File: src/hw/rtl/btr_pkg.sv
// ----------------------------------------------------------------------------
// btr_pkg
// Shared types, constants and the shade palette of the background tile
// renderer.
// ----------------------------------------------------------------------------
package btr_pkg;

	// video memory geometry
	localparam int VRAM_BYTES = 8192;
	localparam int VRAM_AW    = $clog2(VRAM_BYTES);

	// visible tile columns on one screen line
	localparam logic [4:0] SCREEN_COLS = 5'd20;

	// command queue between front and back
	localparam int QDEPTH = 4;
	localparam int QPTR_W = $clog2(QDEPTH);

	// stream widths
	localparam int S_TDATA_W = 48;
	localparam int S_TUSER_W = 2;
	localparam int M_TDATA_W = 272;
	localparam int M_TUSER_W = 1;

	// item kinds
	typedef enum logic [1:0] {
		OP_WRITE  = 2'd0,
		OP_TICK   = 2'd1,
		OP_RENDER = 2'd2
	} btr_op_t;

	// result kinds
	localparam logic KIND_TICK   = 1'b0;
	localparam logic KIND_PIXELS = 1'b1;

	// classified command, addr is the write address or the map address
	typedef struct packed {
		btr_op_t              op;
		logic [VRAM_AW-1:0]   addr;
		logic [7:0]           data;
		logic [7:0]           line;
		logic [4:0]           col;
	} btr_cmd_t;

	// four-shade palette, white to black
	function automatic logic [31:0] btr_shade(input logic [1:0] idx);
		logic [31:0] c;
		case (idx)
			2'd0:    c = 32'hFFFFFFFF;
			2'd1:    c = 32'hAAAAAAFF;
			2'd2:    c = 32'h555555FF;
			default: c = 32'h000000FF;
		endcase
		return c;
	endfunction

endpackage

File: src/hw/rtl/btr_queue.sv
// ----------------------------------------------------------------------------
// btr_queue
// Short command queue that lets the front and the back stall on their own.
// ----------------------------------------------------------------------------
module btr_queue (
	input  logic              clk,
	input  logic              arst_n,
	input  logic              push,
	input  btr_pkg::btr_cmd_t push_cmd,
	output logic              full,
	output logic              head_valid,
	output btr_pkg::btr_cmd_t head,
	input  logic              pop
);
	import btr_pkg::*;

	btr_cmd_t            slots_q [QDEPTH];
	logic [QPTR_W-1:0]   wr_ptr_q;
	logic [QPTR_W-1:0]   rd_ptr_q;
	logic [QPTR_W:0]     count_q;

	assign full       = count_q == (QPTR_W + 1)'(QDEPTH);
	assign head_valid = count_q != '0;
	assign head       = slots_q[rd_ptr_q];

	// pointers and fill level
	always_ff @(posedge clk or negedge arst_n) begin
		if (!arst_n) begin
			wr_ptr_q <= '0;
			rd_ptr_q <= '0;
			count_q  <= '0;
		end else begin
			if (push) begin
				wr_ptr_q <= wr_ptr_q + 1'b1;
			end
			if (pop) begin
				rd_ptr_q <= rd_ptr_q + 1'b1;
			end
			if (push && !pop) begin
				count_q <= count_q + 1'b1;
			end else if (pop && !push) begin
				count_q <= count_q - 1'b1;
			end
		end
	end

	// slot storage
	always_ff @(posedge clk) begin
		if (push) begin
			slots_q[wr_ptr_q] <= push_cmd;
		end
	end

endmodule

File: config.mk
export PLATFORM = sky130hd
export DESIGN_NAME = btr_queue
export DESIGN_NICKNAME = d
export VERILOG_FILES = /design/src/hw/rtl/btr_pkg.sv /design/src/hw/rtl/btr_queue.sv
export SDC_FILE = /design/constraint.sdc
export NUM_CORES = 1
export LEC_CHECK = 0
export ABC_CLOCK_PERIOD_IN_PS = 3400
export BUFFER_PORTS_ARGS = -buffer_cell sky130_fd_sc_hd__buf_2
export CAP_MARGIN = 0
export CORE_ASPECT_RATIO = 0.8
export CORE_MARGIN = 1.5
export CORE_UTILIZATION = 55
export DETAILED_ROUTE_END_ITERATION = 16
export GPL_ROUTABILITY_DRIVEN = 0
export GPL_TIMING_DRIVEN = 0
export MAX_ROUTING_LAYER = met4
export PLACE_DENSITY = 0.78
export SYNTH_ARGS = -nofsm -noshare
export SYNTH_HDL_FRONTEND = slang
export SYNTH_SLANG_ARGS = --single-unit
export TNS_END_PERCENT = 50
File: constraint.sdc
create_clock -name clk -period 3.4 [get_ports clk]
set_input_delay 0.51 -clock clk [delete_from_list [all_inputs] [get_ports clk]]
set_output_delay 0.51 -clock clk [all_outputs]
set_load 0.03 [all_outputs]
After elaboration in Yosys (flattened, before gate mapping). Memory sizes are Yosys's and may differ from the RTL's. Cells that the tools add are included.

Add/sub/neg operators: 4. Multipliers: 0. Divide/modulo/power cells: 0. $lt $le $gt $ge: 0. Equal/unequal tests: 1. Shift operators: 0. Muxes and demuxes: 4. Bitwise operators: 0. Reduce and logical (&&, ||, !) cells: 6.

Operators by type and width (count): 2-to-1 mux 3 bit (2); adder 2 x 1 -> 2 bit (second input constant) (2); adder 3 x 1 -> 3 bit (second input constant) (1); equality test 3 bit (second input constant) (1); nonzero test 3 bit (1); subtractor 3 x 1 -> 3 bit (second input constant) (1); logical AND 1 bit (2); zero test 1 bit (2); 2-to-1 mux 1 bit (2); nonzero test 2 bit (1).

Flip-flop bits (word level): 7. Bits in latches: 0. Memory bits (writable): 144. ROM bits: 0. Input bits: 40. Output and inout bits: 38. Logic and storage cells: 19. Memories: 1.

Memories: slots_q (depth 4, width 36, read ports 1, clocked after memory_dff 0, write ports 1, RTL line btr_queue.sv:17) `btr_cmd_t slots_q [QDEPTH];`.

Longest topological paths before layout.
Depth in word-level cells: 4. Depth in mapped cells: 7. Mapped depth without buffers: 7.

Worst setup path before layout. Ideal clock, no wire load.

Path kind: register to register. Start: register wr_ptr_q[0]. End: memory slots_q[2][0] (netlist name), enable pin. Setup time: 397 ps. Arrival: 1494 ps. Required time: 3003 ps. Slack: 1509 ps. Stages on the path, launching flop included: 4. Clock period less this slack: 1891 ps. Cells stage by stage: dfrtp_1 -> inv_1 -> ha_1 -> and2_1.

RTL lines: start: declaration (RTL line btr_queue.sv:18) `logic [QPTR_W-1:0] wr_ptr_q;`; start signal: assignment (RTL line btr_queue.sv:34) `wr_ptr_q <= wr_ptr_q + 1'b1;`; end: declaration (RTL line btr_queue.sv:17).

No word-level cell before the write port.

==> run_results.csv <==
group,metric,value,unit
synthesis,ys.flop_type,"edfxtp_1",
drt,drtIter0Drc,147,
global_route,grt_usage,19.2,%
timing,post-route-period-util,70.0,%
timing,report.final.slew_viol_count,0,
critical_path,rr_worst_depth,4,
clock_tree,post_cts_buffers,0,
clock_tree,cts_made_buffers,17,
finish,antenna_cells,0,
clock_tree,cts_root_buffer,"clkbuf_16",
clock_tree,clkTransAtPathRegs,0.06,ns
critical_path,crit_arrival,1.87,ns
clock_tree,htree_levels,4,
timing,max_freq,420,MHz
critical_path,timing.rr.start,"wr_ptr_q[1]",
timing,slew_headroom,68.5,%
placed_design,port_buffers,77,
finish,drive_gt1_share,47.6,%
synthesis,syn-cell-area,5610,um^2
synthesis,synth_seq_cells,151,
synthesis,ys_async_sr_fraction,4.64,%
drt,vias,2519,
placed_design,hpwl,5.91,mm
timing,fin_crit,2.38,ns
critical_path,critPathKind,"flop to output pin",
finish,layout.nets,369,
timing,setup_viol,0,
critical_path,path_max_fanout,10,
drt,postRouteAntennaNets,0,
clock_tree,cts-resized-gates,0,
die,start_util,57.4,%
critical_path,cp-endpoint,"head[5]",
die,die_w,116,um
clock_tree,clkLatencyLatePin,0.41,ns
timing,tightestPinTransition,0.473,ns
global_route,grt_max_degree,24,
min_path,worstHoldStart,"push_cmd[9]",
synthesis,syn_nets,268,
die,die_h,93.3,um
global_route,gr-total-overflow,0,
finish,areaGrowthSynthToFinish,21.7,%
timing,rsz0062_at_grt,"false",
die,core,9770,um^2
critical_path,start_kind,"flop",
drt,first_pass_iters,7,
timing,fin_tns_setup,0,ns
clock_tree,clkSinkCount,151,
pwr,peakVddDrop,0.699,mV
critical_path,critPathCaptureType,"output pin",
critical_path,ff2ff_setup_slack,1.74,ns
drt,vias_per_cell,5.34,
min_path,hold_path.class,"input port to flop",
timing,finalClockSkew,0.00590,ns
finish,utilization,69.8,%
global_route,grt_pass1_vias,2590,
drt,drt-wirelength-per-cell,19.4,um
global_route,grt_pass1_wl,14.0,mm
synthesis,syn_inst,222,
status,status,"finished, final reports clean",
critical_path,r2r-end,"slots_q[1][35]",
clock_tree,cts.path.max_buffers,2,
synthesis,synth.distinct_cells,19,
critical_path,crit_required,2.89,ns
global_route,antenna_found_initial,0,
die,die_area,10800,um^2
synthesis,avgSynthCellArea,25.2,um^2
pwr,p_leak,2.41,nW
clock_tree,cts_tree,"yes",
drt,wl,9.17,mm
synthesis,yosysWarnings,0,
pwr,p_per_area,948,nW/um^2
drt,drc,0,
synthesis,synth-edff-count,144,
synthesis,synth_top_area_share,77.1,%
critical_path,crit_path_start,"rd_ptr_q[0]",
synthesis,synth_top_cell_by_area,"edfxtp_1",
finish,fillers,614,
timing,finalHoldViolCount,0,
synthesis,synth_area_leaders,"edfxtp_1 77%, mux4_2 14%, dfrtp_1 3.1%",
run,drv_cap,0,
die,io_pins,78,
die,rows,32,
synthesis,seq_area_frac_synth,80.3,%
[placed cells by master (no fill, tap or decap), types with 3 or more instances in the layout]
cell type / netlist / final
buf_12: 2 / 6
mux4_2: 36 / 36
buf_2: 4 / 81
edfxtp_1: 144 / 144
clkinv_2: 0 / 6
and2_2: 0 / 4
clkinvlp_4: 0 / 3
inv_1: 4 / 4
ha_1: 5 / 5
clkbuf_16: 0 / 17
xor2_1: 4 / 4
dfrtp_1: 7 / 7
[cell families (layout without fill, tap and decap cells)]
logic type / after synthesis / count (layout) / synth area share [%]
XOR/XNOR: 6 / 6 / 0.937
buffers and inverters: 12 / 126 / 1.67
flip-flops: 151 / 151 / 80.3
AND/OR/NAND/NOR: 9 / 9 / 0.893
AO/OA/AOI/OAI: 1 / 1 / 0.0892
adder cells (fa/ha/maj): 6 / 6 / 1.47
multiplexers: 37 / 37 / 14.7
[how the worst min path moves through the flow]
stage,slack (ns),endpoint,cells after the start
detailed placement,0.35,count_q[2],1
CTS,0.29,slots_q[0][9],1
floorplan,0.21,count_q[0],0
global route,0.30,slots_q[0][16],1
finish,0.32,slots_q[2][9],1
global placement,0.35,count_q[2],1
[cells in the mapped netlist, types with 2 or more instances]
| cell | count |
|---|---|
| xnor2_1 | 2 |
| mux4_2 | 36 |
| inv_1 | 4 |
| nand2_1 | 2 |
| ha_1 | 5 |
| buf_12 | 2 |
| dfrtp_1 | 7 |
| and2_1 | 4 |
| buf_2 | 4 |
| edfxtp_1 | 144 |
| xor2_1 | 4 |
[where the power goes]
group | total (mW) | switching [mW] | leakage [nW] | internal [mW]
sequential | 2.54 | 0.100 | 1.40 | 2.44
combinational | 2.16 | 1.32 | 0.730 | 0.843
clock | 1.76 | 0.691 | 0.273 | 1.07
total | 6.46 | 2.11 | 2.41 | 4.36
[cell type report]
class | instances | area (um^2) | share of cell area, %
buffer | 8 | 78.8 | 1.16
clock buffer | 19 | 433 | 6.35
clock inverter | 13 | 130 | 1.91
inverter | 4 | 15.0 | 0.220
multi-input combinational | 59 | 1020 | 14.9
sequential | 151 | 4500 | 66.0
tap | 136 | 170 | 2.50
timing repair buffer | 82 | 475 | 6.97
[through the flow]
step           power (mW)  setup slack [ns]  instances  instance area (um^2)  hold slack, ns
3_5_place_dp         4.78              1.41        439                  6250           0.352
4_1_cts              6.55             0.971        472                  6820           0.295
6_report             6.46              1.02        472                  6820           0.316
2_1_floorplan        4.16              1.51        222                  5610           0.214
3_3_place_gp         4.68             0.795        435                  6160           0.347
5_1_grt              6.76             0.913        472                  6820           0.296
[flip-flops by register name (all words and copies together) (netlist names)]
name / count
slots_q: 144
count_q: 3
rd_ptr_q: 2
wr_ptr_q: 2
[routing by layer]
layer | part of all wire, % | GRT usage (%) | vias to the layer above | routed length [um]
met3 | 6.5 | 7.19 | 6 | 593
met4 | 0.53 | 5.18 | 0 | 49
li1 | - | - | 1139 | -
met2 | 50 | 29.4 | 74 | 4600
met5 | 0 | - | - | 0
met1 | 43 | 24.6 | 1300 | 3930
[what timing repair did]
action                                 4_1_cts  5_1_grt
setup endpoints to repair                    0        0
hold buffers                                 1        0
endpoints found under the hold margin        7        0
[worst max-delay path, cell delays in order (launching register included)]
cell and delay (ns):
dfrtp_1 0.37, buf_6 0.21, buf_12 0.17, mux4_2 0.52
buf_2 0.19
Note: power is estimated with default switching activity, not from simulation.
