==> src/hw/rtl/btr_pkg.sv <==
// ----------------------------------------------------------------------------
// btr_pkg
// Shared types, constants and the shade palette of the background tile
// renderer.
// ----------------------------------------------------------------------------
package btr_pkg;

	// video memory geometry
	localparam int VRAM_BYTES = 8192;
	localparam int VRAM_AW    = $clog2(VRAM_BYTES);

	// visible tile columns on one screen line
	localparam logic [4:0] SCREEN_COLS = 5'd20;

	// command queue between front and back
	localparam int QDEPTH = 4;
	localparam int QPTR_W = $clog2(QDEPTH);

	// stream widths
	localparam int S_TDATA_W = 48;
	localparam int S_TUSER_W = 2;
	localparam int M_TDATA_W = 272;
	localparam int M_TUSER_W = 1;

	// item kinds
	typedef enum logic [1:0] {
		OP_WRITE  = 2'd0,
		OP_TICK   = 2'd1,
		OP_RENDER = 2'd2
	} btr_op_t;

	// result kinds
	localparam logic KIND_TICK   = 1'b0;
	localparam logic KIND_PIXELS = 1'b1;

	// classified command, addr is the write address or the map address
	typedef struct packed {
		btr_op_t              op;
		logic [VRAM_AW-1:0]   addr;
		logic [7:0]           data;
		logic [7:0]           line;
		logic [4:0]           col;
	} btr_cmd_t;

	// four-shade palette, white to black
	function automatic logic [31:0] btr_shade(input logic [1:0] idx);
		logic [31:0] c;
		case (idx)
			2'd0:    c = 32'hFFFFFFFF;
			2'd1:    c = 32'hAAAAAAFF;
			2'd2:    c = 32'h555555FF;
			default: c = 32'h000000FF;
		endcase
		return c;
	endfunction

endpackage

==> src/hw/rtl/btr_front.sv <==
// ----------------------------------------------------------------------------
// btr_front
// Accepts input transfers, drops items that give nothing and forms the map
// address of render requests.
// ----------------------------------------------------------------------------
module btr_front #(
	parameter int SCREEN_LINES = 144
) (
	input  logic                      clk,
	input  logic                      arst_n,
	input  logic                      clear_done,
	input  logic                      s_axis_tvalid,
	output logic                      s_axis_tready,
	// vram_offset, vram_data, delta, line, tile_column
	input  logic [btr_pkg::S_TDATA_W-1:0] s_axis_tdata,
	// operation
	input  logic [btr_pkg::S_TUSER_W-1:0] s_axis_tuser,
	output logic                      push,
	output btr_pkg::btr_cmd_t         cmd,
	input  logic                      q_full
);
	import btr_pkg::*;

	logic                 valid_s1;
	btr_cmd_t             cmd_s1;
	btr_cmd_t             cmd_new;
	logic                 accept;
	logic                 keep;
	logic [VRAM_AW-1:0]   in_offset;
	logic [7:0]           in_data;
	logic [7:0]           in_delta;
	logic [7:0]           in_line;
	logic [4:0]           in_col;
	logic                 line_ok;
	logic                 col_ok;

	// field unpacking
	assign in_offset = s_axis_tdata[12:0];
	assign in_data   = s_axis_tdata[20:13];
	assign in_delta  = s_axis_tdata[28:21];
	assign in_line   = s_axis_tdata[36:29];
	assign in_col    = s_axis_tdata[41:37];

	assign line_ok = {1'b0, in_line} < 9'(SCREEN_LINES);
	assign col_ok  = in_col < SCREEN_COLS;

	// classify and build the command
	always_comb begin
		keep    = 1'b0;
		cmd_new = '{op: OP_WRITE, addr: in_offset, data: in_data,
			line: in_line, col: in_col};
		unique case (s_axis_tuser)
			OP_WRITE: begin
				keep = 1'b1;
			end
			OP_TICK: begin
				keep         = 1'b1;
				cmd_new.op   = OP_TICK;
				cmd_new.data = in_delta;
			end
			OP_RENDER: begin
				keep         = line_ok && col_ok;
				cmd_new.op   = OP_RENDER;
				// map at 0x1800 + (line / 8) * 32 + column
				cmd_new.addr = {2'b11, 1'b0, in_line[7:3], in_col};
			end
			default: begin
				keep = 1'b0;
			end
		endcase
	end

	assign push          = valid_s1 && !q_full;
	assign s_axis_tready = clear_done && (!valid_s1 || push);
	assign accept        = s_axis_tvalid && s_axis_tready;
	assign cmd           = cmd_s1;

	// stage valid
	always_ff @(posedge clk or negedge arst_n) begin
		if (!arst_n) begin
			valid_s1 <= 1'b0;
		end else begin
			if (accept) begin
				valid_s1 <= keep;
			end else if (push) begin
				valid_s1 <= 1'b0;
			end
		end
	end

	// stage payload
	always_ff @(posedge clk) begin
		if (accept && keep) begin
			cmd_s1 <= cmd_new;
		end
	end

endmodule

==> config.mk <==
export PLATFORM = sky130hd
export DESIGN_NAME = btr_front
export DESIGN_NICKNAME = d
export VERILOG_FILES = /design/src/hw/rtl/btr_pkg.sv /design/src/hw/rtl/btr_front.sv
export SDC_FILE = /design/constraint.sdc
export NUM_CORES = 1
export LEC_CHECK = 0
export ABC_CLOCK_PERIOD_IN_PS = 11000
export BUFFER_PORTS_ARGS = -buffer_cell sky130_fd_sc_hd__buf_2
export CORE_UTILIZATION = 44
export CTS_BUF_LIST = sky130_fd_sc_hd__clkbuf_8 sky130_fd_sc_hd__clkbuf_16
export CTS_CLUSTER_SIZE = 16
export DETAILED_ROUTE_END_ITERATION = 10
export GPL_ROUTABILITY_DRIVEN = 1
export PLACE_DENSITY = 0.92
export SLEW_MARGIN = 40
export SYNTH_ARGS = -nofsm -noshare
export SYNTH_HDL_FRONTEND = slang
export SYNTH_SLANG_ARGS = --single-unit
==> constraint.sdc <==
create_clock -name clk -period 11 [get_ports clk]
set_input_delay 1.65 -clock clk [delete_from_list [all_inputs] [get_ports clk]]
set_output_delay 1.65 -clock clk [all_outputs]
set_load 0.005 [all_outputs]
Word level (Yosys, flattened, before mapping)

Index checks and enable logic that the tools add are counted.

Register bits after elaboration: 37
Bits of input ports: 55
Logic and storage cells: 28

$lt $le $gt $ge: 2
Equality and inequality tests: 2
Multiplexer cells: 6
Reduce and logical (&&, ||, !) cells: 11

Operator list:

| kind               | number |
|---|---|
| $mux 10            | 1 |
| $lt 8x8->1 const B | 1 |
| $mux 8             | 1 |
| $logic_and 1x1->1  | 5 |
| $lt 5x5->1 const B | 1 |
| $pmux 2 s2         | 1 |
| $eq 2x1->1 const B | 1 |
| $eq 2x2->1 const B | 1 |
| $logic_not 1->1    | 2 |
| $logic_not 2->1    | 1 |
| $mux 1             | 2 |
| $pmux 1 s2         | 1 |
| $reduce_bool 2->1  | 1 |
| $reduce_or 2->1    | 1 |
| $logic_or 1x1->1   | 1 |

Depth between registers and ports, before layout

Depth after elaboration: 6
Depth in mapped cells: 3
Mapped depth without buffers: 3

Least setup slack after synthesis

No wires, ideal clock.

Path type: input to register
Start point: in s_axis_tdata[35] in the netlist's numbering
End point: reg cmd_s1, in the netlist cmd[0] (enable)
Setup time: 0.482 ns
Data arrival time: 4.772 ns
Required time: 10.518 ns
Path slack: 5.746 ns
Stages on the path: 3
Buffers on the path: 0
Path through: o311ai_0 > nand3_1 > nor3b_1

Longest elaborated chain between the ends: 4

Ends and longest elaborated chain:

| item                   | line            | source |
|---|---|---|
| start: declaration     | btr_front.sv:15 | `input logic [btr_pkg::S_TDATA_W-1:0] s_axis_tdata,` |
| $lt 8x8->1             | btr_front.sv:44 | `assign line_ok = {1'b0, in_line} < 9'(SCREEN_LINES);` |
| $logic_and 1x1->1      | btr_front.sv:62 | `keep = line_ok && col_ok;` |
| $pmux 1 s2             | btr_front.sv:52 | `unique case (s_axis_tuser)` |
| $logic_and 1x1->1      | btr_front.sv:93 | `if (accept && keep) begin` |
| end signal: assignment | btr_front.sv:94 | `cmd_s1 <= cmd_new;` |
| end: declaration       | btr_front.sv:25 | `btr_cmd_t cmd_s1;` |

Every way passes these cells.
A chain may end at the register's enable or synchronous reset.

Worst setup path after layout

Start point: in q_full
End point: out s_axis_tready

Longest elaborated chain between the ends: 4

Ends and longest elaborated chain:

| item               | line            | source |
|---|---|---|
| start: declaration | btr_front.sv:20 | `input logic q_full` |
| $logic_not 1->1    | btr_front.sv:73 | `assign push = valid_s1 && !q_full;` |
| $logic_and 1x1->1  | btr_front.sv:73 |  |
| $logic_or 1x1->1   | btr_front.sv:74 | `assign s_axis_tready = clear_done && (!valid_s1 \|\| push);` |
| $logic_and 1x1->1  | btr_front.sv:74 |  |
| end: declaration   | btr_front.sv:13 | `output logic s_axis_tready,` |

Every way passes these cells.

==> qor.csv <==
metric,value,unit
"top cells by area, synth","edfxtp_1 (75%), mux2_2 (9.4%), mux2_4 (6.2%)",
largest net degree at the start of global routing,28,
clock tree buffer depth,2,
# fillers,235,
Yosys warnings,0,
area grow syn2layout,39.2,%
Die H,59.3,um
top cell type's share of synthesized area,0.749,
wire length per cell,13.6,um
Max Clock Freq,267,MHz
clock skew,0.00218,ns
CTS Buf Count,5,
CP Capture Type,output pin,
Final nets,220,
global-route wire length before repair,4310,um
hold buffers post-CTS,0,
share of post-route cells with drive strength above 1,0.687,
endpoints failing setup,0,
diode count,0,
antenna-violating nets left,0,
leading area contributor after synthesis,edfxtp_1,
area of the multi-input gates,324,sq um
CTS tree,done,
total global-route track usage,0.179,
Crit Path Category,input pin to output pin,
Die W,59.3,um
GR peak layer,met2,
starting density of the core,0.469,
num ports,93,
Via Count,991,
Setup Buffers After CTS,0,
number of detailed-route iterations in the first pass,3,
Total Wirelength,2850,um
highest ir drop seen on vdd,0.0902,mV
DR iter-0 viols,12,
RSZ-0062 raised after global routing,no,
met3 GRT Util,0.0721,
CORE AREA,3080,sq um
Post-Syn Area,1440,sq um
worst-path fanout max,3,
vias in the first global route,1008,
"Clk pin slew, worst setup/hold paths",0.07,ns
initial antenna violation count,0,
post-CTS resize count,0,
# Max-Cap Violations,0,
Synth cell types,17,
Tcrit/Tclk final,0.341,
PD cells,138,nW/um^2
Worst EP arrival,2.10,ns
Required @ worst endpoint,9.35,ns
Final HPWL DP,2270,um
placed instance count,202,
syn_nets,128,
Port Buffers,86,
Cell Rows,20,
Worst Hold Class,flip-flop to flip-flop,
GRT overflow,0,
TNS Setup,0,ns
Final WS setup,7.25,ns
count of non-filler cells in the finished layout,210,
post-synthesis sequential area ratio,0.767,
Root Driver,clkbuf_8,
"FF+latch count, synth",37,
status,"finished, final reports clean",
Clock Latency Late Sink,0.28,ns
Final Critical Period,3.75,ns
"Hold Vio Cnt, Final",0,
drt drc,0,
global routing met1 resource utilization,0.162,
clk sinks,37,
met2 GRT Util,0.326,
sequential cell area,1110,sq um
final core utilization,0.652,
Die ar.,3510,sq um
syn avg cell area,19.8,sq um
Post-Place Setup Slack,7.25,ns
final hold slack,0.535,ns
Synth Instances,73,
fin. max-slew vios,0,
worst-margin pin slew,0.726,ns
CP startpoint kind,input pin,
DR vias/cell,4.72,
cell leakage power,0.000873,uW
gpl congestion,0.737,
H-tree Lvls,2,
Rel. slew slack,0.514,
[routing by layer]
metal / share of wire / up-vias
met1: 0.33 / 463
met4: 0.031 / 0
met5: 0 / -
met2: 0.56 / 56
li1: - / 463
met3: 0.074 / 9
[kinds of logic after synthesis]
kind of cell    synth area share
flops                      0.767
mux                        0.156
simple gates              0.0486
compound gates            0.0147
buf+inv                   0.0139
[synthesized netlist by cell type (all sizes together)]
| library cell | number |
|---|---|
| nand2b | 3 |
| o21ai | 1 |
| dfrtp | 1 |
| o211ai | 1 |
| nor2b | 2 |
| nand3 | 1 |
| nor3b | 1 |
| edfxtp | 36 |
| buf | 2 |
| o311ai | 1 |
| nand2 | 3 |
| mux2 | 18 |
| and2 | 2 |
| inv | 1 |
[power breakdown]
part           switching [uW]  internal (uW)  leakage (uW)
registers                1.17            161      0.000343
logic                    12.2           16.4      0.000487
clock network            43.8           42.5     0.0000430
total                    57.2            220      0.000873
[layout make-up]
cell class | count | area share
Timing Repair Buffer | 87 | 0.218
Clock buffer | 5 | 0.0343
Inverter | 1 | 0.00187
Clock inverter | 3 | 0.00623
Sequential cell | 37 | 0.551
Multi-Input combinational cell | 33 | 0.161
Tap cell | 44 | 0.0274
[sequential cells by signal (all words and copies together) (netlist names)]
register and cells:
cmd 36, valid_s1 1
[layout by cell type (no fill, tap or decap)]
master	synthesis	final
edfxtp_1	36	36
nor2b_2	0	1
o311ai_0	1	1
nor2b_1	2	1
mux2_2	12	12
buf_2	1	86
nand2b_1	2	2
clkinv_1	0	2
and2_1	2	2
buf_4	0	1
o21ai_0	1	1
o211ai_1	1	1
nand2_1	3	3
clkinv_2	0	1
inv_1	1	1
nand3_1	1	1
dfrtp_1	1	1
mux2_4	6	6
nor3b_2	0	1
nand2b_2	1	1
clkbuf_8	0	5
[metrics by stage]
step,cell area (sq um),power [uW]
after floorplan,1440,179
after global placement,1920,193
after detailed placement,1920,195
after CTS,2010,281
after global routing,2010,288
final,2010,277
[path summary, 6_finish.rpt]
path	from	endpoint	slack [ns]	cells past startpoint
setup / recovery	q_full	s_axis_tready	7.25	4
hold / removal	valid_s1	valid_s1	0.54	2
setup reg to reg	valid_s1	cmd[6]	9.13	3
hold reg to reg	valid_s1	valid_s1	0.54	2
max in group asynchronous	arst_n	valid_s1	9.79	1
min in group asynchronous	arst_n	valid_s1	1.13	1
[critical path, stage by stage]
cell,delay [ns]
buf_2,0.09
nand2_1,0.07
and2_1,0.16
buf_2,0.12
(Power assumes the default switching activity.)
